### src/rtl/shamh_pkg.sv
// ---------------------------------------------------------------------------
// shamh_pkg
// Shared types, constants and round functions of the SHA-512 hasher.
// ---------------------------------------------------------------------------
package shamh_pkg;

    localparam int unsigned WordW   = 64;
    localparam int unsigned NWords  = 16;
    localparam int unsigned NRounds = 80;
    localparam int unsigned LenW    = 64;

    typedef logic [WordW-1:0] t_word;

    typedef struct packed {
        logic       load_byte;
        logic       pad;
        logic       zlen;
        logic       start;
        logic       round;
        logic       fin;
        logic       final_blk;
        logic [6:0] rnd;
    } t_cmd;

    typedef struct packed {
        logic fill_full;
        logic fill_hi;
    } t_sts;

    function automatic t_word init_chain(input logic [2:0] idx);
        t_word r;
        case (idx)
            3'd0: r = 64'h6A09E667F3BCC908;
            3'd1: r = 64'hBB67AE8584CAA73B;
            3'd2: r = 64'h3C6EF372FE94F82B;
            3'd3: r = 64'hA54FF53A5F1D36F1;
            3'd4: r = 64'h510E527FADE682D1;
            3'd5: r = 64'h9B05688C2B3E6C1F;
            3'd6: r = 64'h1F83D9ABFB41BD6B;
            default: r = 64'h5BE0CD19137E2179;
        endcase
        return r;
    endfunction

    function automatic t_word rotr(input t_word x, input int unsigned n);
        return (x >> n) | (x << (WordW - n));
    endfunction

    function automatic t_word round_k(input logic [6:0] t);
        t_word r;
        case (t)
            7'd0:  r = 64'h428a2f98d728ae22; 7'd1:  r = 64'h7137449123ef65cd;
            7'd2:  r = 64'hb5c0fbcfec4d3b2f; 7'd3:  r = 64'he9b5dba58189dbbc;
            7'd4:  r = 64'h3956c25bf348b538; 7'd5:  r = 64'h59f111f1b605d019;
            7'd6:  r = 64'h923f82a4af194f9b; 7'd7:  r = 64'hab1c5ed5da6d8118;
            7'd8:  r = 64'hd807aa98a3030242; 7'd9:  r = 64'h12835b0145706fbe;
            7'd10: r = 64'h243185be4ee4b28c; 7'd11: r = 64'h550c7dc3d5ffb4e2;
            7'd12: r = 64'h72be5d74f27b896f; 7'd13: r = 64'h80deb1fe3b1696b1;
            7'd14: r = 64'h9bdc06a725c71235; 7'd15: r = 64'hc19bf174cf692694;
            7'd16: r = 64'he49b69c19ef14ad2; 7'd17: r = 64'hefbe4786384f25e3;
            7'd18: r = 64'h0fc19dc68b8cd5b5; 7'd19: r = 64'h240ca1cc77ac9c65;
            7'd20: r = 64'h2de92c6f592b0275; 7'd21: r = 64'h4a7484aa6ea6e483;
            7'd22: r = 64'h5cb0a9dcbd41fbd4; 7'd23: r = 64'h76f988da831153b5;
            7'd24: r = 64'h983e5152ee66dfab; 7'd25: r = 64'ha831c66d2db43210;
            7'd26: r = 64'hb00327c898fb213f; 7'd27: r = 64'hbf597fc7beef0ee4;
            7'd28: r = 64'hc6e00bf33da88fc2; 7'd29: r = 64'hd5a79147930aa725;
            7'd30: r = 64'h06ca6351e003826f; 7'd31: r = 64'h142929670a0e6e70;
            7'd32: r = 64'h27b70a8546d22ffc; 7'd33: r = 64'h2e1b21385c26c926;
            7'd34: r = 64'h4d2c6dfc5ac42aed; 7'd35: r = 64'h53380d139d95b3df;
            7'd36: r = 64'h650a73548baf63de; 7'd37: r = 64'h766a0abb3c77b2a8;
            7'd38: r = 64'h81c2c92e47edaee6; 7'd39: r = 64'h92722c851482353b;
            7'd40: r = 64'ha2bfe8a14cf10364; 7'd41: r = 64'ha81a664bbc423001;
            7'd42: r = 64'hc24b8b70d0f89791; 7'd43: r = 64'hc76c51a30654be30;
            7'd44: r = 64'hd192e819d6ef5218; 7'd45: r = 64'hd69906245565a910;
            7'd46: r = 64'hf40e35855771202a; 7'd47: r = 64'h106aa07032bbd1b8;
            7'd48: r = 64'h19a4c116b8d2d0c8; 7'd49: r = 64'h1e376c085141ab53;
            7'd50: r = 64'h2748774cdf8eeb99; 7'd51: r = 64'h34b0bcb5e19b48a8;
            7'd52: r = 64'h391c0cb3c5c95a63; 7'd53: r = 64'h4ed8aa4ae3418acb;
            7'd54: r = 64'h5b9cca4f7763e373; 7'd55: r = 64'h682e6ff3d6b2b8a3;
            7'd56: r = 64'h748f82ee5defb2fc; 7'd57: r = 64'h78a5636f43172f60;
            7'd58: r = 64'h84c87814a1f0ab72; 7'd59: r = 64'h8cc702081a6439ec;
            7'd60: r = 64'h90befffa23631e28; 7'd61: r = 64'ha4506cebde82bde9;
            7'd62: r = 64'hbef9a3f7b2c67915; 7'd63: r = 64'hc67178f2e372532b;
            7'd64: r = 64'hca273eceea26619c; 7'd65: r = 64'hd186b8c721c0c207;
            7'd66: r = 64'heada7dd6cde0eb1e; 7'd67: r = 64'hf57d4f7fee6ed178;
            7'd68: r = 64'h06f067aa72176fba; 7'd69: r = 64'h0a637dc5a2c898a6;
            7'd70: r = 64'h113f9804bef90dae; 7'd71: r = 64'h1b710b35131c471b;
            7'd72: r = 64'h28db77f523047d84; 7'd73: r = 64'h32caab7b40c72493;
            7'd74: r = 64'h3c9ebe0a15c9bebc; 7'd75: r = 64'h431d67c49c100d4c;
            7'd76: r = 64'h4cc5d4becb3e42b6; 7'd77: r = 64'h597f299cfc657e2a;
            7'd78: r = 64'h5fcb6fab3ad6faec; 7'd79: r = 64'h6c44198c4a475817;
            default: r = '0;
        endcase
        return r;
    endfunction

endpackage

### src/rtl/shamh_ctrl.sv
// ---------------------------------------------------------------------------
// shamh_ctrl
// Sequencer: byte intake, compression rounds, padding and digest handoff.
// ---------------------------------------------------------------------------
module shamh_ctrl (
    input  logic            i_clk,
    input  logic            i_rst_n,
    input  logic            i_valid,
    input  logic            i_has_data,
    input  logic            i_last_byte,
    output logic            o_stall,
    output logic            o_valid,
    input  logic            i_stall,
    input  shamh_pkg::t_sts i_sts,
    output shamh_pkg::t_cmd o_cmd
);

    typedef enum logic [6:0] {
        S_IDLE  = 7'b0000001,
        S_START = 7'b0000010,
        S_RND   = 7'b0000100,
        S_FIN   = 7'b0001000,
        S_PAD   = 7'b0010000,
        S_ZLEN  = 7'b0100000,
        S_OUT   = 7'b1000000
    } t_state;

    typedef enum logic [2:0] {
        PH_ABS   = 3'b001,
        PH_PAD1  = 3'b010,
        PH_FINAL = 3'b100
    } t_phase;

    t_state     r_state, n_state;
    t_phase     r_ph, n_ph;
    logic       r_pend, n_pend;
    logic [6:0] r_rnd, n_rnd;
    logic       acc;

    assign acc     = (r_state == S_IDLE) && i_valid;
    assign o_stall = (r_state != S_IDLE);
    assign o_valid = (r_state == S_OUT);

    always_comb begin
        n_state = r_state;
        n_ph    = r_ph;
        n_pend  = r_pend;
        n_rnd   = r_rnd;
        o_cmd   = '0;
        o_cmd.rnd = r_rnd;
        case (r_state)
            S_IDLE: begin
                o_cmd.load_byte = acc && i_has_data;
                if (acc && i_has_data && i_sts.fill_full) begin
                    n_ph    = PH_ABS;
                    n_pend  = i_last_byte;
                    n_state = S_START;
                end else if (acc && i_last_byte) begin
                    n_state = S_PAD;
                end
            end
            S_START: begin
                o_cmd.start = 1'b1;
                n_rnd       = '0;
                n_state     = S_RND;
            end
            S_RND: begin
                o_cmd.round = 1'b1;
                n_rnd       = r_rnd + 7'd1;
                if (r_rnd == 7'(shamh_pkg::NRounds - 1)) begin
                    n_state = S_FIN;
                end
            end
            S_FIN: begin
                o_cmd.fin       = 1'b1;
                o_cmd.final_blk = (r_ph == PH_FINAL);
                case (r_ph)
                    PH_ABS:   n_state = r_pend ? S_PAD : S_IDLE;
                    PH_PAD1:  n_state = S_ZLEN;
                    default:  n_state = S_OUT;
                endcase
            end
            S_PAD: begin
                o_cmd.pad = 1'b1;
                n_ph      = i_sts.fill_hi ? PH_PAD1 : PH_FINAL;
                n_state   = S_START;
            end
            S_ZLEN: begin
                o_cmd.zlen = 1'b1;
                n_ph       = PH_FINAL;
                n_state    = S_START;
            end
            S_OUT: begin
                if (!i_stall) begin
                    n_state = S_IDLE;
                end
            end
            default: n_state = S_IDLE;
        endcase
    end

    always_ff @(posedge i_clk) begin
        if (!i_rst_n) begin
            r_state <= S_IDLE;
            r_ph    <= PH_ABS;
            r_pend  <= 1'b0;
            r_rnd   <= '0;
        end else begin
            r_state <= n_state;
            r_ph    <= n_ph;
            r_pend  <= n_pend;
            r_rnd   <= n_rnd;
        end
    end

    a_onehot: assert property (@(posedge i_clk) disable iff (!i_rst_n) $onehot(r_state))
        else $error("state not one-hot");
    a_rnd_range: assert property (@(posedge i_clk) disable iff (!i_rst_n)
        (r_state == S_RND) |-> (r_rnd < 7'(shamh_pkg::NRounds)))
        else $error("round count out of range");
    a_out_done: assert property (@(posedge i_clk) disable iff (!i_rst_n)
        (r_state == S_OUT && !i_stall) |=> (r_state == S_IDLE))
        else $error("digest handoff did not return to idle");
    a_fin_after_rnd: assert property (@(posedge i_clk) disable iff (!i_rst_n)
        (r_state == S_FIN) |-> ($past(r_state) == S_RND))
        else $error("finalize without rounds");

endmodule

### config.mk
export PLATFORM = sky130hd
export DESIGN_NAME = shamh_ctrl
export DESIGN_NICKNAME = d
export VERILOG_FILES = /design/src/rtl/shamh_pkg.sv /design/src/rtl/shamh_ctrl.sv
export SDC_FILE = /design/constraint.sdc
export NUM_CORES = 1
export LEC_CHECK = 0
export ABC_AREA = 1
export ABC_CLOCK_PERIOD_IN_PS = 1700
export BUFFER_PORTS_ARGS = -buffer_cell sky130_fd_sc_hd__buf_2
export CELL_PAD_IN_SITES_DETAIL_PLACEMENT = 2
export CELL_PAD_IN_SITES_GLOBAL_PLACEMENT = 2
export CORE_ASPECT_RATIO = 1.2
export CORE_MARGIN = 5
export CORE_UTILIZATION = 28
export CTS_CLUSTER_DIAMETER = 60
export CTS_CLUSTER_SIZE = 30
export DETAILED_ROUTE_END_ITERATION = 8
export PLACE_DENSITY_LB_ADDON = 0.25
export SLEW_MARGIN = 20
export SYNTH_ARGS = -nofsm -noshare
export SYNTH_HDL_FRONTEND = slang
export SYNTH_SLANG_ARGS = --single-unit
export TNS_END_PERCENT = 30
### constraint.sdc
create_clock -name i_clk -period 1.7 [get_ports i_clk]
set_clock_uncertainty 0.15 [all_clocks]
set_input_delay 0.34 -clock i_clk [delete_from_list [all_inputs] [get_ports i_clk]]
set_output_delay 0.34 -clock i_clk [all_outputs]
set_load 0.005 [all_outputs]
=== Yosys cells after proc, flatten, opt, wreduce, memory -nomap -nowiden ===
Cells that the tools add are included.
Widths: inputs -> output; s select.

* Flip-flop bits (word level): 18

* Add/subtract/negate cells: 1
* Equality and inequality tests: 16
* Multiplexer cells: 17
* Reductions and logical operators: 10

{| class="wikitable"
|+ Operator list
! kind !! count
|-
| $pmux 7 s6 || 1
|-
| $mux 7 || 4
|-
| $pmux 7 s2 || 2
|-
| $eq 7x7->1 const B || 2
|-
| $pmux 3 s3 || 1
|-
| $add 7x1->7 const B || 1
|-
| $eq 7x1->1 const B || 1
|-
| $eq 7x2->1 const B || 1
|-
| $eq 7x3->1 const B || 1
|-
| $eq 7x4->1 const B || 1
|-
| $eq 7x5->1 const B || 1
|-
| $eq 7x6->1 const B || 1
|-
| $ne 7x1->1 const B || 1
|-
| $mux 3 || 2
|-
| $mux 1 || 5
|-
| $mux 5 || 1
|-
| $logic_and 1x1->1 || 4
|-
| $ne 2x2->1 const B || 2
|-
| $reduce_and 2->1 || 2
|-
| $eq 3x1->1 const B || 1
|-
| $eq 3x2->1 const B || 1
|-
| $eq 3x3->1 const B || 1
|-
| $ne 3x1->1 const B || 1
|-
| $reduce_and 3->1 || 1
|-
| 5 further kinds || 5
|}

=== Depth between registers and ports, before layout ===
* Depth in word-level cells: 6
* Depth in mapped cells: 11
* Depth with buffers taken out: 11

=== Worst setup path before layout ===
Ideal clock, no wire load.

* Kind: flip-flop to output port
* Start point: register r_state[1]
* End point: output port o_cmd[7] in the netlist's numbering
* Data arrival time: 1.004 ns
* Required time: 1.210 ns
* Path slack: 0.206 ns
* Stages on the path, launching flop included: 6
* Buffers on the path: 0
* Path through: dfxtp_1 > nor2_1 > nand3_1 > nor2_4 > inv_1 > nor4_1

{| class="wikitable"
|+ RTL lines
! element !! RTL line !! source
|-
| start, declared || shamh_ctrl.sv:34 || <nowiki>t_state r_state, n_state;</nowiki>
|-
| start signal, assigned || shamh_ctrl.sv:109 || <nowiki>r_state <= n_state;</nowiki>
|-
| end, declared || shamh_ctrl.sv:15 || <nowiki>output shamh_pkg::t_cmd o_cmd</nowiki>
|}

==> metrics.yaml <==
status:
  status: "finished, violations left"
  violations: "setup timing"
cts:
  clk_latency_ns: 0.26
  cts_made_buffers: 3
  htree_levels: 1
  cts_buffer_depth: 2
  cts_tree: "done"
  cts.clk_slew.worst_paths_ns: 0.07
  root_buffer: "clkbuf_8"
  cts_sinks: 18
  hold_buffers: 0
sta:
  rsz0062_at_grt: "true"
  slew_headroom_pct: 77.3
  setup_viol: 4
  min_period_ns: 1.81
  final.period_utilization_pct: 107
  max_freq_mhz: 552
  setup_slack_ns: -0.113
  tightest_slew_ns: 0.338
  slew_violations: 0
  hold_viol: 0
power:
  leakage_nw: 0.673
  p_clk_share_pct: 16.7
  ir_drop_v: 0.000728
  power_frac_seq_pct: 29.3
  fin_total_pwr_mw: 1.90
  power_density_nw_per_um2: 1290
  p_int_mw: 1.05
  p_sw_mw: 0.847
  combPwrFrac_pct: 54.0
  p_sw_share_pct: 44.6
finish:
  fillCellCount: 448
  area_delta_synth_final_pct: 35.4
  finalInstanceArea_um2: 1470
  stdcell_count: 250
  drive_gt1_share_pct: 39.4
  n_antenna_cell: 0
  final_nets: 209
logic_synthesis:
  yosysWarnings: 0
  synthFlopType: "dfxtp_1"
  synth.area.top_cells: "dfxtp_1 33%, nand2_1 12%, nand3_1 9.2%"
  seq_area_frac_synth_pct: 33.2
  syn_nets: 169
  yosysMostFrequentCell: "nand2_1"
  synth_top_cell_area_share_pct: 33.2
  async_flop_share_pct: 0
  synth_edf_count: 0
  synth-seq-cells: 18
  ys_types: 26
  syn_avg_cell_area_um2: 6.79
  yosys-top-cells-count: "34 x nand2_1, 22 x inv_1, 20 x nand3_1, 20 x nor2_1, 18 x dfxtp_1"
  yosysTopAreaCell: "dfxtp_1"
  synth_area_um2: 1090
  synthCells: 160
hold_path:
  hold_start: "i_sts[0]"
  min_to: "r_ph[1]"
  min_path_type: "primary input to flop"
  holdPathStages: 3
place:
  place_area_um2: 1310
  portBuffers: 23
  dp_slack_ns: 0.0154
  place_hpwl_um: 2960
  routabilityCongestion: 0.769
  dp.cells: 241
grt:
  grt_overflow: 0
  track_usage_pct: 14.8
  grt_max_degree: 10
  antenna_found_initial: 0
  grt_pass1_vias: 1356
  grt_pass1_wl_um: 6100
setup_path:
  reg2reg_to: "r_rnd[6]"
  r2r_cells: 8
  r2r-start: "r_state[5]"
  start_kind: "flop"
  cp-end-kind: "output pin"
  worstSetupPathType: "flop to output pin"
  crit_required_ns: 1.21
  arrival_ns: 1.32
  crit_path_max_fanout: 5
  r2r_setup_slack_ns: 0.06
die:
  dieArea_um2: 5230
  core_um2: 3690
  die_h_um: 78.2
  initial_core_util_pct: 29.4
  die_w_um: 66.9
  ios: 24
  rows: 24
routing:
  drtIter0Drc: 26
  num_vias: 1186
  drc: 0
  wl_met2_um: 1970
  met1_length_um: 1610
  route.met3.wl_um: 70
  ant_nets: 0
  finalWirelength_um: 3690
  wl_per_cell_um: 14.8
  vias_per_cell: 4.74
  top_layer: "met4"
  first_pass_iters: 3
job:
  cap_violations: 0
## cell type report
| cell class | count | area (um^2) | share of cell area, % |
|---|---|---|---|
| Sequential cell | 18 | 370 | 25.2 |
| Timing Repair Buffer | 37 | 233 | 15.8 |
| Tap cell | 52 | 65.1 | 4.43 |
| Inverter | 25 | 93.8 | 6.38 |
| Clock buffer | 3 | 41.3 | 2.81 |
| Multi-Input combinational cell | 115 | 667 | 45.4 |
## metrics by stage
step	setup TNS (ns)	hold slack (ns)	util, %
after floorplan	0	0.301	-
after global placement	0	0.339	35.5
after detailed placement	0	0.356	35.5
after CTS	-0.630	0.206	37.4
after global routing	-0.969	0.212	39.8
final	-0.336	0.205	39.8
## sequential cells by signal (all words and copies together) (netlist names)
name / cells
r_rnd: 7
r_state: 7
r_ph: 3
r_pend: 1
## worst max-delay path, stage by stage, from the launching register on
cell	delay, ns
dfxtp_4	0.37
nor2_4	0.11
nand2_4	0.08
buf_12	0.14
nor2_8	0.11
inv_2	0.06
nor2_4	0.08
buf_2	0.12
## how the worst max path moves through the flow
stage,start,end,slack (ns),cells past startpoint
after detailed placement,r_state[0],o_cmd[7],0.02,6
final,r_state[5],o_cmd[13],-0.11,7
after global routing,r_state[0],o_cmd[7],-0.21,6
after CTS,r_state[5],o_cmd[7],-0.17,6
after floorplan,r_state[1],o_cmd[7],0.21,5
after global placement,r_state[1],o_cmd[7],0.08,6
## power groups by stage
stage	registers [mW]	clock network, mW	logic (mW)
after global routing	0.568	0.344	1.13
after global placement	0.533	0	0.795
after floorplan	0.527	0	0.634
final	0.557	0.318	1.03
after detailed placement	0.543	0	0.847
after CTS	0.551	0.321	0.884
## metal layers
layer | global-route usage, % | vias to the layer above
li1 | - | 591
met3 | 1.86 | 4
met5 | 0 | -
met1 | 17.2 | 575
met4 | 5.07 | 0
met2 | 27.4 | 16
## cells in the final DEF (no fill, tap or decap), types with 5 or more instances in the layout
cell type	n
nor2_1	15
inv_2	5
nand2_2	7
inv_1	19
a21oi_1	10
dfxtp_2	5
buf_4	13
nor2_4	7
dfxtp_1	12
nand2_1	30
nand3_1	19
buf_2	23
## kinds of logic (layout without fill, tap and decap cells)
logic type / after synthesis / count (layout) / synth area share, %
buffers and inverters: 27 / 65 / 10.0
adder cells (fa/ha/maj): 1 / 1 / 1.15
AO/OA/AOI/OAI: 20 / 20 / 11.4
flip-flops: 18 / 18 / 33.2
AND/OR/NAND/NOR: 94 / 94 / 44.2
## timing repair
action / in CTS / in global routing
buffers inserted: 1 / 5
gates resized for setup: 10 / 15
pin swaps: 1 / 4
endpoints found under the setup margin: 9 / 11
(Power assumes the default switching activity.)
